## src/rtl/jse_pkg.sv

```systemverilog
// ----------------------------------------------------------------------------
// jse_pkg: shared types and helpers for the JSON string escaper
// Job format passed from the front end to the back end, character codes,
// and the escape classification and hex digit functions.
// ----------------------------------------------------------------------------
package jse_pkg;

  // Width of one UTF-16 code unit
  localparam int unsigned UnitW = 16;

  // Operations per job: opening quote, held lead, current unit or closing quote
  localparam int unsigned NumOps = 3;
  localparam int unsigned IdxW   = $clog2(NumOps);

  // Job queue depth between front and back
  localparam int unsigned QDepth = 2;
  localparam int unsigned QPtrW  = $clog2(QDepth);
  localparam int unsigned QCntW  = $clog2(QDepth + 1);

  // Sub-step counter: a hex escape has six units
  localparam int unsigned SubW = 3;

  // Character codes
  localparam logic [UnitW-1:0] ChQuote  = 16'h0022;
  localparam logic [UnitW-1:0] ChBslash = 16'h005c;
  localparam logic [UnitW-1:0] ChU      = 16'h0075;
  localparam logic [UnitW-1:0] ChB      = 16'h0062;
  localparam logic [UnitW-1:0] ChT      = 16'h0074;
  localparam logic [UnitW-1:0] ChN      = 16'h006e;
  localparam logic [UnitW-1:0] ChF      = 16'h0066;
  localparam logic [UnitW-1:0] ChR      = 16'h0072;
  localparam logic [UnitW-1:0] Ch0      = 16'h0030;
  localparam logic [UnitW-1:0] ChA      = 16'h0061;

  // Control codes with short escapes
  localparam logic [UnitW-1:0] CodeBs = 16'h0008;
  localparam logic [UnitW-1:0] CodeHt = 16'h0009;
  localparam logic [UnitW-1:0] CodeLf = 16'h000a;
  localparam logic [UnitW-1:0] CodeFf = 16'h000c;
  localparam logic [UnitW-1:0] CodeCr = 16'h000d;

  localparam logic [UnitW-1:0] CtrlLimit = 16'h0020;
  localparam logic [UnitW-1:0] SurrLo    = 16'hd800;
  localparam logic [UnitW-1:0] SurrHi    = 16'hdfff;

  // Surrogate class from the top six bits
  localparam logic [5:0] LeadTag  = 6'b110110;
  localparam logic [5:0] TrailTag = 6'b110111;

  // Kind of one output operation
  typedef enum logic [1:0] {
    OP_NONE,   // nothing
    OP_PLAIN,  // value as is
    OP_ESC2,   // backslash, then value
    OP_HEX     // backslash, u, four hex digits of value
  } op_kind_e;

  typedef struct packed {
    op_kind_e         kind;
    logic [UnitW-1:0] value;
  } op_t;

  typedef struct packed {
    op_t [NumOps-1:0] ops;
  } job_t;

  // Front end state seen at the top level
  typedef struct packed {
    logic string_open;
    logic lead_pending;
  } front_status_t;

  localparam op_t OpNone = '{kind: OP_NONE, value: '0};

  // Number of units an operation emits
  function automatic logic [SubW-1:0] op_len(op_kind_e kind);
    logic [SubW-1:0] len;
    unique case (kind)
      OP_PLAIN: len = SubW'(1);
      OP_ESC2:  len = SubW'(2);
      OP_HEX:   len = SubW'(6);
      default:  len = '0;
    endcase
    return len;
  endfunction

  // Lower-case hex digit
  function automatic logic [UnitW-1:0] hex_digit(logic [3:0] nib);
    logic [UnitW-1:0] ch;
    if (nib < 4'd10) ch = Ch0 + UnitW'(nib);
    else             ch = ChA + UnitW'(nib) - UnitW'(10);
    return ch;
  endfunction

  // Escape a unit that is not part of a valid surrogate pair
  function automatic op_t classify(logic [UnitW-1:0] u);
    op_t op;
    op.value = u;
    unique case (u)
      CodeBs:   begin op.kind = OP_ESC2; op.value = ChB; end
      CodeHt:   begin op.kind = OP_ESC2; op.value = ChT; end
      CodeLf:   begin op.kind = OP_ESC2; op.value = ChN; end
      CodeFf:   begin op.kind = OP_ESC2; op.value = ChF; end
      CodeCr:   begin op.kind = OP_ESC2; op.value = ChR; end
      ChQuote:  begin op.kind = OP_ESC2; op.value = ChQuote; end
      ChBslash: begin op.kind = OP_ESC2; op.value = ChBslash; end
      default: begin
        if (u < CtrlLimit || (u >= SurrLo && u <= SurrHi)) op.kind = OP_HEX;
        else                                                op.kind = OP_PLAIN;
      end
    endcase
    return op;
  endfunction

  // First non-empty operation at or after start; top bit flags a hit
  function automatic logic [IdxW:0] find_op(job_t j, logic [IdxW:0] start);
    logic            found;
    logic [IdxW-1:0] idx;
    found = 1'b0;
    idx   = '0;
    for (int i = NumOps - 1; i >= 0; i--) begin
      if (i >= int'(start) && j.ops[i].kind != OP_NONE) begin
        found = 1'b1;
        idx   = IdxW'(i);
      end
    end
    return {found, idx};
  endfunction

endpackage

```

## src/rtl/jse_front.sv

```systemverilog
// ----------------------------------------------------------------------------
// jse_front: input side of the JSON string escaper
// Accepts items, tracks open string and held lead surrogate, and turns
// each item into a job of up to three output operations.
// ----------------------------------------------------------------------------
module jse_front (
  input  logic                   clk_i,
  input  logic                   rst_ni,
  input  logic                   in_valid_i,
  output logic                   in_ready_o,
  input  logic [jse_pkg::UnitW-1:0] in_unit_i,
  input  logic                   in_end_i,
  output logic                   push_o,
  input  logic                   push_ready_i,
  output jse_pkg::job_t          job_o,
  output jse_pkg::front_status_t status_o
);
  import jse_pkg::*;

  logic             open_q, open_d;
  logic             pend_q, pend_d;
  logic [UnitW-1:0] held_q, held_d;

  logic accept;
  logic is_lead, is_trail;
  logic any_op;
  job_t job;

  assign in_ready_o = push_ready_i;
  assign accept     = in_valid_i && push_ready_i;
  assign is_lead    = in_unit_i[UnitW-1 -: 6] == LeadTag;
  assign is_trail   = in_unit_i[UnitW-1 -: 6] == TrailTag;

  // Build the job and next state
  always_comb begin
    job.ops[0] = open_q ? OpNone : '{kind: OP_PLAIN, value: ChQuote};
    job.ops[1] = OpNone;
    job.ops[2] = OpNone;
    open_d     = open_q;
    pend_d     = pend_q;
    held_d     = held_q;
    if (in_end_i) begin
      if (pend_q) job.ops[1] = '{kind: OP_HEX, value: held_q};
      job.ops[2] = '{kind: OP_PLAIN, value: ChQuote};
      open_d     = 1'b0;
      pend_d     = 1'b0;
      held_d     = '0;
    end else if (pend_q && is_trail) begin
      // valid pair passes unchanged
      job.ops[1] = '{kind: OP_PLAIN, value: held_q};
      job.ops[2] = '{kind: OP_PLAIN, value: in_unit_i};
      open_d     = 1'b1;
      pend_d     = 1'b0;
    end else begin
      if (pend_q) job.ops[1] = '{kind: OP_HEX, value: held_q};
      open_d = 1'b1;
      if (is_lead) begin
        pend_d = 1'b1;
        held_d = in_unit_i;
      end else begin
        job.ops[2] = classify(in_unit_i);
        pend_d     = 1'b0;
      end
    end
  end

  always_comb begin
    any_op = 1'b0;
    for (int i = 0; i < NumOps; i++) begin
      if (job.ops[i].kind != OP_NONE) any_op = 1'b1;
    end
  end

  // A held lead with nothing due yields no job
  assign push_o = accept && any_op;
  assign job_o  = job;

  assign status_o.string_open  = open_q;
  assign status_o.lead_pending = pend_q;

  always_ff @(posedge clk_i or negedge rst_ni) begin
    if (!rst_ni) begin
      open_q <= 1'b0;
      pend_q <= 1'b0;
      held_q <= '0;
    end else if (accept) begin
      open_q <= open_d;
      pend_q <= pend_d;
      held_q <= held_d;
    end
  end

endmodule

```

## src/rtl/jse_queue.sv

```systemverilog
// ----------------------------------------------------------------------------
// jse_queue: short job queue between front and back
// Register-based FIFO; push and pop may happen in the same cycle.
// ----------------------------------------------------------------------------
module jse_queue (
  input  logic                     clk_i,
  input  logic                     rst_ni,
  input  logic                     push_i,
  output logic                     push_ready_o,
  input  jse_pkg::job_t            push_job_i,
  input  logic                     pop_i,
  output logic                     pop_valid_o,
  output jse_pkg::job_t            pop_job_o,
  output logic [jse_pkg::QCntW-1:0] count_o
);
  import jse_pkg::*;

  job_t             mem_q [QDepth];
  logic [QPtrW-1:0] wr_ptr_q, rd_ptr_q;
  logic [QCntW-1:0] count_q;
  logic             do_push, do_pop;

  assign push_ready_o = count_q != QCntW'(QDepth);
  assign pop_valid_o  = count_q != '0;
  assign pop_job_o    = mem_q[rd_ptr_q];
  assign count_o      = count_q;
  assign do_push      = push_i && push_ready_o;
  assign do_pop       = pop_i && pop_valid_o;

  // Storage
  always_ff @(posedge clk_i) begin
    if (do_push) mem_q[wr_ptr_q] <= push_job_i;
  end

  // Pointers and fill count
  always_ff @(posedge clk_i or negedge rst_ni) begin
    if (!rst_ni) begin
      wr_ptr_q <= '0;
      rd_ptr_q <= '0;
      count_q  <= '0;
    end else begin
      if (do_push) begin
        wr_ptr_q <= (wr_ptr_q == QPtrW'(QDepth - 1)) ? '0 : wr_ptr_q + QPtrW'(1);
      end
      if (do_pop) begin
        rd_ptr_q <= (rd_ptr_q == QPtrW'(QDepth - 1)) ? '0 : rd_ptr_q + QPtrW'(1);
      end
      if (do_push && !do_pop)      count_q <= count_q + QCntW'(1);
      else if (!do_push && do_pop) count_q <= count_q - QCntW'(1);
    end
  end

endmodule

```

## src/rtl/jse_back.sv

```systemverilog
// ----------------------------------------------------------------------------
// jse_back: output side of the JSON string escaper
// Walks the operations of one job, one unit per cycle, into an output
// register that holds while the receiver stalls.
// ----------------------------------------------------------------------------
module jse_back (
  input  logic                      clk_i,
  input  logic                      rst_ni,
  input  logic                      job_valid_i,
  input  jse_pkg::job_t             job_i,
  output logic                      pop_o,
  output logic                      out_valid_o,
  input  logic                      out_ready_i,
  output logic [jse_pkg::UnitW-1:0] out_unit_o,
  output logic                      out_last_o
);
  import jse_pkg::*;

  job_t             cur_q, cur_d;
  logic             cur_valid_q, cur_valid_d;
  logic [IdxW-1:0]  idx_q, idx_d;
  logic [SubW-1:0]  sub_q, sub_d;
  logic             out_valid_q, out_valid_d;
  logic [UnitW-1:0] out_unit_q, out_unit_d;
  logic             out_last_q, out_last_d;

  op_t              op;
  logic [UnitW-1:0] unit;
  logic             load_out, emit, op_end, job_end, take;
  logic [IdxW:0]    next_hit, first_hit;

  assign load_out  = !out_valid_q || out_ready_i;
  assign emit      = cur_valid_q && load_out;
  assign op        = cur_q.ops[idx_q];
  assign op_end    = sub_q == op_len(op.kind) - SubW'(1);
  assign next_hit  = find_op(cur_q, {1'b0, idx_q} + (IdxW+1)'(1));
  assign job_end   = op_end && !next_hit[IdxW];
  assign first_hit = find_op(job_i, '0);
  assign take      = job_valid_i && (!cur_valid_q || (emit && job_end));
  assign pop_o     = take;

  // Unit of the current step
  always_comb begin
    unit = op.value;
    if (op.kind == OP_HEX || op.kind == OP_ESC2) begin
      case (sub_q)
        SubW'(0): unit = ChBslash;
        SubW'(1): unit = (op.kind == OP_HEX) ? ChU : op.value;
        SubW'(2): unit = hex_digit(op.value[15:12]);
        SubW'(3): unit = hex_digit(op.value[11:8]);
        SubW'(4): unit = hex_digit(op.value[7:4]);
        default:  unit = hex_digit(op.value[3:0]);
      endcase
    end
  end

  // Sequencing of operations and steps
  always_comb begin
    cur_d       = cur_q;
    cur_valid_d = cur_valid_q;
    idx_d       = idx_q;
    sub_d       = sub_q;
    out_valid_d = out_valid_q;
    out_unit_d  = out_unit_q;
    out_last_d  = out_last_q;
    if (load_out) begin
      out_valid_d = emit;
      out_unit_d  = unit;
      out_last_d  = job_end;
    end
    if (emit) begin
      if (!op_end) begin
        sub_d = sub_q + SubW'(1);
      end else if (next_hit[IdxW]) begin
        idx_d = next_hit[IdxW-1:0];
        sub_d = '0;
      end else begin
        cur_valid_d = 1'b0;
      end
    end
    if (take) begin
      cur_d       = job_i;
      cur_valid_d = 1'b1;
      idx_d       = first_hit[IdxW-1:0];
      sub_d       = '0;
    end
  end

  always_ff @(posedge clk_i or negedge rst_ni) begin
    if (!rst_ni) begin
      cur_valid_q <= 1'b0;
      idx_q       <= '0;
      sub_q       <= '0;
      out_valid_q <= 1'b0;
    end else begin
      cur_valid_q <= cur_valid_d;
      idx_q       <= idx_d;
      sub_q       <= sub_d;
      out_valid_q <= out_valid_d;
    end
  end

  // Payload registers
  always_ff @(posedge clk_i) begin
    cur_q      <= cur_d;
    out_unit_q <= out_unit_d;
    out_last_q <= out_last_d;
  end

  assign out_valid_o = out_valid_q;
  assign out_unit_o  = out_unit_q;
  assign out_last_o  = out_last_q;

endmodule

```

## src/rtl/json_string_escaper.sv

```systemverilog
// ----------------------------------------------------------------------------
// json_string_escaper: JSON quoting and escaping of a UTF-16 string stream
// Input items carry one code unit (tdata) or an end-of-string mark (tuser).
// Output items are UTF-16 units of the quoted string; tlast marks the final
// unit caused by one input item. An input item may cause zero to twelve
// output units: a held leading surrogate causes none, a \u escape six.
// The front end accepts one item per cycle while the two-entry job queue
// has room; the back end emits one unit per cycle, so an item causing N
// units occupies the back end until all N are out, and the queue then fills
// and drops s_axis_tready_o. An accepted item passes the queue, the job
// register and the output register before its first output unit appears.
// With the receiver ready, single-unit items pass at one item per cycle.
// Reset clears the queue, closes any string and drops a held surrogate.
// When the receiver stalls, the output register holds its unit, the back
// end pauses and the front end keeps accepting until the queue is full.
// ----------------------------------------------------------------------------
module json_string_escaper (
  input  logic        clk_i,
  input  logic        rst_ni,
  input  logic        s_axis_tvalid_i,
  output logic        s_axis_tready_o,
  input  logic [15:0] s_axis_tdata_i,   // [15:0] code_unit
  input  logic        s_axis_tuser_i,   // [0] action (1 = end of string)
  output logic        m_axis_tvalid_o,
  input  logic        m_axis_tready_i,
  output logic [15:0] m_axis_tdata_o,   // [15:0] out_unit
  output logic        m_axis_tlast_o    // last_of_run
);
  import jse_pkg::*;

  logic             push, push_ready, pop, pop_valid;
  job_t             push_job, pop_job;
  logic [QCntW-1:0] q_count;
  front_status_t    front_st;

  jse_front u_front (
    .clk_i        (clk_i),
    .rst_ni       (rst_ni),
    .in_valid_i   (s_axis_tvalid_i),
    .in_ready_o   (s_axis_tready_o),
    .in_unit_i    (s_axis_tdata_i),
    .in_end_i     (s_axis_tuser_i),
    .push_o       (push),
    .push_ready_i (push_ready),
    .job_o        (push_job),
    .status_o     (front_st)
  );

  jse_queue u_queue (
    .clk_i        (clk_i),
    .rst_ni       (rst_ni),
    .push_i       (push),
    .push_ready_o (push_ready),
    .push_job_i   (push_job),
    .pop_i        (pop),
    .pop_valid_o  (pop_valid),
    .pop_job_o    (pop_job),
    .count_o      (q_count)
  );

  jse_back u_back (
    .clk_i       (clk_i),
    .rst_ni      (rst_ni),
    .job_valid_i (pop_valid),
    .job_i       (pop_job),
    .pop_o       (pop),
    .out_valid_o (m_axis_tvalid_o),
    .out_ready_i (m_axis_tready_i),
    .out_unit_o  (m_axis_tdata_o),
    .out_last_o  (m_axis_tlast_o)
  );

  // Queue fill never passes its depth
  a_q_bound: assert property (@(posedge clk_i) disable iff (!rst_ni)
    q_count <= QCntW'(QDepth))
    else $error("job queue overfilled");

  // No job is pushed into a full queue
  a_no_push_full: assert property (@(posedge clk_i) disable iff (!rst_ni)
    push |-> q_count != QCntW'(QDepth))
    else $error("push into full job queue");

  // An end item closes the string and drops any held lead
  a_end_closes: assert property (@(posedge clk_i) disable iff (!rst_ni)
    (s_axis_tvalid_i && s_axis_tready_o && s_axis_tuser_i)
      |=> (!front_st.string_open && !front_st.lead_pending))
    else $error("string left open after end item");

  // A held lead always belongs to an open string
  a_lead_open: assert property (@(posedge clk_i) disable iff (!rst_ni)
    front_st.lead_pending |-> front_st.string_open)
    else $error("lead surrogate held outside a string");

endmodule
```

## config.mk

```make
export PLATFORM = sky130hd
export DESIGN_NAME = json_string_escaper
export DESIGN_NICKNAME = d
export VERILOG_FILES = /design/src/rtl/jse_pkg.sv /design/src/rtl/jse_front.sv /design/src/rtl/jse_queue.sv /design/src/rtl/jse_back.sv /design/src/rtl/json_string_escaper.sv
export SDC_FILE = /design/constraint.sdc
export NUM_CORES = 1
export LEC_CHECK = 0
export ABC_AREA = 1
export ABC_CLOCK_PERIOD_IN_PS = 3300
export BUFFER_PORTS_ARGS = -buffer_cell sky130_fd_sc_hd__buf_4
export CAP_MARGIN = 10
export CORE_ASPECT_RATIO = 1.25
export CORE_UTILIZATION = 56
export DETAILED_ROUTE_END_ITERATION = 7
export GPL_TIMING_DRIVEN = 1
export HOLD_SLACK_MARGIN = 0.15
export PLACE_DENSITY = 0.85
export SLEW_MARGIN = 40
export SYNTH_ARGS = -nofsm -noshare
export SYNTH_HDL_FRONTEND = slang
export SYNTH_SLANG_ARGS = --single-unit
```

## constraint.sdc

```tcl
create_clock -name clk_i -period 3.3 [get_ports clk_i]
set_input_delay 0.33 -clock clk_i [delete_from_list [all_inputs] [get_ports clk_i]]
set_output_delay 0.33 -clock clk_i [all_outputs]
set_load 0.1 [all_outputs]
```

; Yosys cells after proc, flatten, opt, wreduce, memory -nomap -nowiden
; Memory sizes are Yosys's and may differ from the RTL's.
; Index checks and enable logic that the tools add are counted.
[classes]
n_addsub = 19
mux = 55
reduce_logical = 45
n_eq_ne = 21
n_lt_le_gt_ge = 11
[op_table]
columns = cell, count
row1 = $mux W16, 9
row2 = $pmux W16 S7, 1
row3 = $eq A16 B4 Y1 const B, 5
row4 = $pmux W16 S5, 1
row5 = $mux W36, 2
row6 = $sub A16 B4 Y16 const B, 4
row7 = $mux W18, 3
row8 = $bmux W18 S2, 1
row9 = $add A7 B4 Y8 const A, 4
row10 = $reduce_bool A2 Y1, 15
row11 = $add A6 B4 Y7 const A, 4
row12 = $mux W2, 14
row13 = $mux W1, 18
row14 = $mux W17, 1
row15 = $eq A16 B6 Y1 const B, 1
row16 = $eq A16 B7 Y1 const B, 1
row17 = $ge A16 B16 Y1 const B, 1
row18 = $le A16 B16 Y1 const B, 1
row19 = $lt A16 B6 Y1 const B, 1
row20 = $lt A4 B4 Y1 const B, 4
row21 = $logic_and A1 B1 Y1, 15
row22 = $eq A6 B6 Y1 const B, 2
row23 = $mux W3, 4
row24 = $pmux W3 S3, 1
row25 = 23 further kinds, 38
[word_totals]
ramBits = 106
word_cells = 170
regBits = 100
mem_count = 1
[mem_list]
columns = memory, depth, width, read_ports, rd_clocked_by_memory_dff, write_ports, line_no
row1 = u_queue.mem_q, 2, 53, 1, 0, 1, jse_queue.sv:18  ; job_t mem_q [QDepth];

; Depth between registers and ports, before layout
[depth]
word_depth = 17
mapped_depth = 18
depth_no_buf = 17

; Cells and area by module
; Synthesis repeated with hierarchy kept, for this count alone.
[hier_totals]
cells_unflattened = 962
area_unflattened_um2 = 9695.5
[modules_own_cells]
columns = mod, cells_each, n_inst, area_each_um2
row1 = jse_queue, 310, 1, 4172.8
row2 = jse_back, 401, 1, 3921.3
row3 = jse_front, 251, 1, 1601.5

; Worst setup path before layout
; OpenSTA, ideal clock, no wires.
[synth_path]
path_kind = reg-to-reg
startpoint = register u_queue.count_q[0], in the netlist u_queue.count_o[0]
endpoint = memory u_queue.mem_q[1][16] (netlist name) (enable)
arrival_ps = 3011
path_stages_with_launch = 7
synth_period_minus_slack_ps = 3444
setup_slack_ps = -144
required_time_ps = 2867
cell_sequence = dfrtp_1 > inv_1 > nand2_1 > nand2_1 > inv_1 > nand2_1 > nor2_1
[synth_via]
elab_chain_cells = 6
[synth_lines]
columns = element, line_no
row1 = "start, declared", jse_queue.sv:20  ; logic [QCntW-1:0] count_q;
row2 = "start signal, assigned", jse_queue.sv:48  ; if (do_push && !do_pop) count_q <= count_q + QCntW'(1);
row3 = "start signal, assigned", jse_queue.sv:49  ; else if (!do_push && do_pop) count_q <= count_q - QCntW'(1);
row4 = $ne A2 B2 Y1 (*), jse_queue.sv:23  ; assign push_ready_o = count_q != QCntW'(QDepth);
row5 = named net s_axis_tready_o, json_string_escaper.sv:21  ; output logic s_axis_tready_o,
row6 = $logic_and A1 B1 Y1, jse_front.sv:30  ; assign accept = in_valid_i && push_ready_i;
row7 = $logic_and A1 B1 Y1, jse_front.sv:75  ; assign push_o = accept && any_op;
row8 = $logic_and A1 B1 Y1 (*), jse_queue.sv:27  ; assign do_push = push_i && push_ready_o;
row9 = $mux W1 (*), jse_queue.sv:32  ; if (do_push) mem_q[wr_ptr_q] <= push_job_i;
row10 = $mux W1 (implied by the code) (*), jse_queue.sv:32
row11 = "end, declared", jse_queue.sv:18
; The timed path passes the listed nets; every way through them passes the cells marked *.

; Worst setup path after layout
[layout_path]
startpoint = register u_back.idx_q[1]
endpoint = register u_queue.count_q[1], in the netlist u_queue.count_o[1]
[layout_via]
elab_chain_cells = 15
elab_cells_between_ends = 29
classes_between = add/sub (2) / order compare (3) / eq/ne (4) / mux (7) / reduce/logical (13)
[layout_lines]
columns = element, line_no
row1 = "start, declared", jse_back.sv:21  ; logic [IdxW-1:0] idx_q, idx_d;
row2 = "start signal, assigned", jse_back.sv:97  ; idx_q <= idx_d;
row3 = branches (longest 7 deep; another with $sub A3 B1 Y3), n/a
row4 = $logic_and A1 B1 Y1 (*), jse_back.sv:37  ; assign job_end = op_end && !next_hit[IdxW];
row5 = named net u_back.job_end, jse_back.sv:29  ; logic load_out, emit, op_end, job_end, take;
row6 = $logic_and A1 B1 Y1 (*), jse_back.sv:39  ; assign take = job_valid_i && (!cur_valid_q || (emit && job_end));
row7 = $logic_or A1 B1 Y1 (*), jse_back.sv:39
row8 = $logic_and A1 B1 Y1 (*), jse_back.sv:39
row9 = $logic_and A1 B1 Y1 (*), jse_queue.sv:28  ; assign do_pop = pop_i && pop_valid_o;
row10 = $logic_not A1 Y1, jse_queue.sv:48
row11 = $logic_and A1 B1 Y1, jse_queue.sv:48
row12 = $mux W2 / $reduce_bool A2 Y1 (equally long branches), n/a
; Mark *: on every way through the listed nets, which the timed path passes. The select of a mux whose other input is x is not followed.
; A chain may end at the register's enable or synchronous reset.

==> impl_metrics.py <==
metrics = {
    "floorplanning": {
        "die_w_um": 108,
        "dieArea_mm2": 0.0146,
        "start_util": 0.574,
        "rows": 48,
        "die_h_um": 135,
        "pin_count": 40,
        "core_mm2": 0.0138,
    },
    "placed_design": {
        "placed_area_mm2": 0.00842,
        "gp_congestion": 0.929,
        "dp_hpwl_mm": 10.8,
        "portBuffers": 39,
        "dp_cells": 1030,
        "post-place-ws_ns": -0.0207,
    },
    "power_and_ir_drop": {
        "p_seq_frac": 0.334,
        "p_comb_frac": 0.433,
        "power_frac_clock": 0.233,
        "finalPower_mw": 9.12,
        "peakVddDrop_mv": 0.656,
        "switchingPower_mw": 3.87,
        "p_int_mw": 5.24,
        "powerDensity_mw_per_mm2": 998,
        "p_leak_nw": 4.21,
        "swShare": 0.425,
    },
    "cells_and_area": {
        "nNetsFinal": 917,
        "fin_cells": 1066,
        "antenna_cells": 0,
        "post-route-util": 0.662,
        "final_common_cell": "nand2_1",
        "fillers": 992,
        "area_delta_synth_final_pct": 15.3,
        "fin_area_mm2": 0.00914,
        "final_cell_mix": "261 x nand2_1, 128 x edfxtp_1, 99 x inv_1",
        "final_layout_size_suffix_gt1_frac": 0.178,
    },
    "sta": {
        "slew_headroom": 0.537,
        "fmax_mhz": 319,
        "final.setup_skew_ns": 0.00831,
        "whs_ns": 0.198,
        "setup_tns_ns": 0,
        "worst_pin_slew_ns": 0.694,
        "setup_viol": 0,
        "worst_slack_ns": 0.163,
        "finalHoldViolCount": 0,
        "finalCritPeriodShare": 0.951,
        "maxSlewViolCount": 0,
        "layout_min_cycle_time_ns": 3.14,
    },
    "detailed_routing": {
        "wire_per_inst_um": 14.9,
        "viasPerCell": 5.48,
        "ant_nets": 0,
        "drtIter0Drc": 372,
        "drcViolationCount": 0,
        "finalWirelength_mm": 15.9,
        "drt_first_pass_iters": 5,
        "vias": 5841,
    },
    "critical_path": {
        "reg2reg_slack_ns": 0.16,
        "crit_type": "register to register",
        "max_stage_delay_ns": 0.45,
        "critical-path-slowest-cell": "dfrtp_2",
        "cp.arrival_ns": 3.45,
        "end_kind": "register",
        "worst-path-max-fanout": 8,
        "cp_cell_sequence": "buf_4 -> inv_4 -> nor2_2 -> a221oi_2 -> inv_1 -> ha_1 -> or2_1 -> a21oi_1 -> nand2_1 -> nor2_4 -> nand2_1 -> nand2_2 -> nand2_4 -> ha_1 -> a21oi_1 -> o21ai_0 -> xnor2_1",
        "r2r_cells": 17,
        "startpoint_type": "register",
        "r2r-start": "u_back.idx_q[1]$_DFFE_PN0P_",
        "rr_endpoint": "u_queue.count_o[1]$_DFFE_PN0P_",
        "worst_ep_required_time_ns": 3.62,
    },
    "global_route": {
        "antenna_found_initial": 0,
        "grt_max_degree": 40,
        "overflow": 0,
        "grt_pass1_wl_mm": 26.0,
        "track_usage": 0.234,
        "grt_pass1_vias": 5598,
    },
    "synthesis": {
        "synthDominantCellAreaShare": 0.485,
        "synth.avg_cell_area_um2": 9.59,
        "syn-cell-area_mm2": 0.00792,
        "seq_area_frac_synth": 0.577,
        "synth_ff_type": "edfxtp_1",
        "yosysWarnings": 0,
        "ys_ff_latch": 157,
        "synth-edff-count": 128,
        "synth_area_leader_cell": "edfxtp_1",
        "synthCells": 826,
        "synthTopCellsByArea": "edfxtp_1 49%, nand2_1 12%, dfrtp_1 9.2%, inv_1 4.7%, nand3_1 3.3%",
        "syn_nets": 865,
        "async_flop_share": 0.185,
        "synth_cell_types": 51,
    },
    "clock_network": {
        "clk_pin_slew_ns": 0.07,
        "htreeDepth": 4,
        "cts_buffer_depth": 2,
        "clock_latency_ns": 0.43,
        "root_buffer": "clkbuf_16",
        "cts.sink_count": 157,
        "cts_tree": "done",
        "cts_buffers": 17,
    },
    "worst_hold_path": {
        "min_from": "s_axis_tdata_i[3]",
        "holdCritPathClass": "primary input to register",
        "min_path_cells": 3,
        "hold_end": "u_front.held_q[3]$_DFFE_PN0P_",
    },
    "run_status": {
        "status": "finished, final reports clean",
    },
    "job": {
        "maxCapViolCount": 0,
    },
}
## cells in the mapped netlist, drive strengths merged, types with 4 or more instances
master / instances
clkbuf: 11
nand4: 20
edfxtp: 128
o21ai: 34
inv: 109
a21oi: 9
o31ai: 9
nand2: 288
nor2: 44
ha: 18
nor3: 13
o22ai: 4
nand3: 68
dfrtp: 29
buf: 11
## kinds of logic after synthesis
kind of cell	Yosys count	share of synthesized area
flip-flops	157	0.577
buffers and inverters	131	0.0681
multiplexers	1	0.00126
AO/OA/AOI/OAI	73	0.0624
AND/OR/NAND/NOR	441	0.258
adder cells (fa/ha/maj)	18	0.0284
XOR/XNOR	5	0.00553
## state kept, by name (all words and copies together), names as in the netlist
register,flops
u_back.out_last_o,1
u_front.open_q,1
u_queue.wr_ptr_q,1
u_back.cur_valid_q,1
u_back.out_unit_o,16
u_back.cur_q,37
u_front.held_q,16
u_back.sub_q,3
u_queue.rd_ptr_q,1
u_queue.count_o,2
u_back.idx_q,2
u_front.pend_q,1
u_queue.mem_q,74
u_back.out_valid_o,1
## how the worst max path moves through the flow
stage	from	endpoint	slack (ns)
global placement	u_back.idx_q[1]$_DFFE_PN0P_	u_queue.count_o[1]$_DFFE_PN0P_	0.15
floorplan	u_back.idx_q[0]$_DFFE_PN0P_	u_back.idx_q[1]$_DFFE_PN0P_	0.22
CTS	u_back.idx_q[1]$_DFFE_PN0P_	u_queue.count_o[1]$_DFFE_PN0P_	0.08
detailed placement	u_back.idx_q[1]$_DFFE_PN0P_	u_queue.count_o[1]$_DFFE_PN0P_	-0.02
finish	u_back.idx_q[1]$_DFFE_PN0P_	u_queue.count_o[1]$_DFFE_PN0P_	0.16
global route	u_back.idx_q[1]$_DFFE_PN0P_	u_queue.count_o[1]$_DFFE_PN0P_	-0.04
## power groups by stage
stage / logic, mW / clock network [mW] / registers [mW]
3_5_place_dp: 3.80 / 0 / 3.08
6_report: 3.95 / 2.12 / 3.05
3_3_place_gp: 3.69 / 0 / 3.06
5_1_grt: 4.34 / 2.22 / 3.09
4_1_cts: 3.84 / 2.14 / 3.05
2_1_floorplan: 2.42 / 0 / 3.62
## metal layers
metal	track usage	routed length [um]	vias up
li1	-	-	2862
met1	0.263	6230	2751
met2	0.421	8500	187
met3	0.0439	627	41
met4	0.116	534	0
met5	0	0	-
## critical path, delay by kind of cell, from the launching register on
kind	cells	cell delay [ns]
simple gates	7	0.87
compound gates	4	0.70
fa+ha+maj	2	0.55
flops	1	0.45
buf+inv	3	0.33
xor+xnor	1	0.13
## timing repair
item,CTS,global route
endpoints found under the setup margin,1,41
endpoints found under the hold margin,29,0
pin swaps,0,2
setup buffers,0,3
hold buffers,1,0
resized for setup,1,4
## cell type report
| type | count | area [um^2] | share of cell area |
|---|---|---|---|
| clock buffer | 17 | 425 | 0.0466 |
| timing repair buffer | 55 | 440 | 0.0482 |
| clock inverter | 15 | 225 | 0.0246 |
| inverter | 109 | 414 | 0.0453 |
| multi-input combinational | 538 | 2840 | 0.311 |
| sequential | 157 | 4570 | 0.500 |
| tap | 175 | 219 | 0.0240 |
No activity file was read; power rests on OpenSTA's default activity.
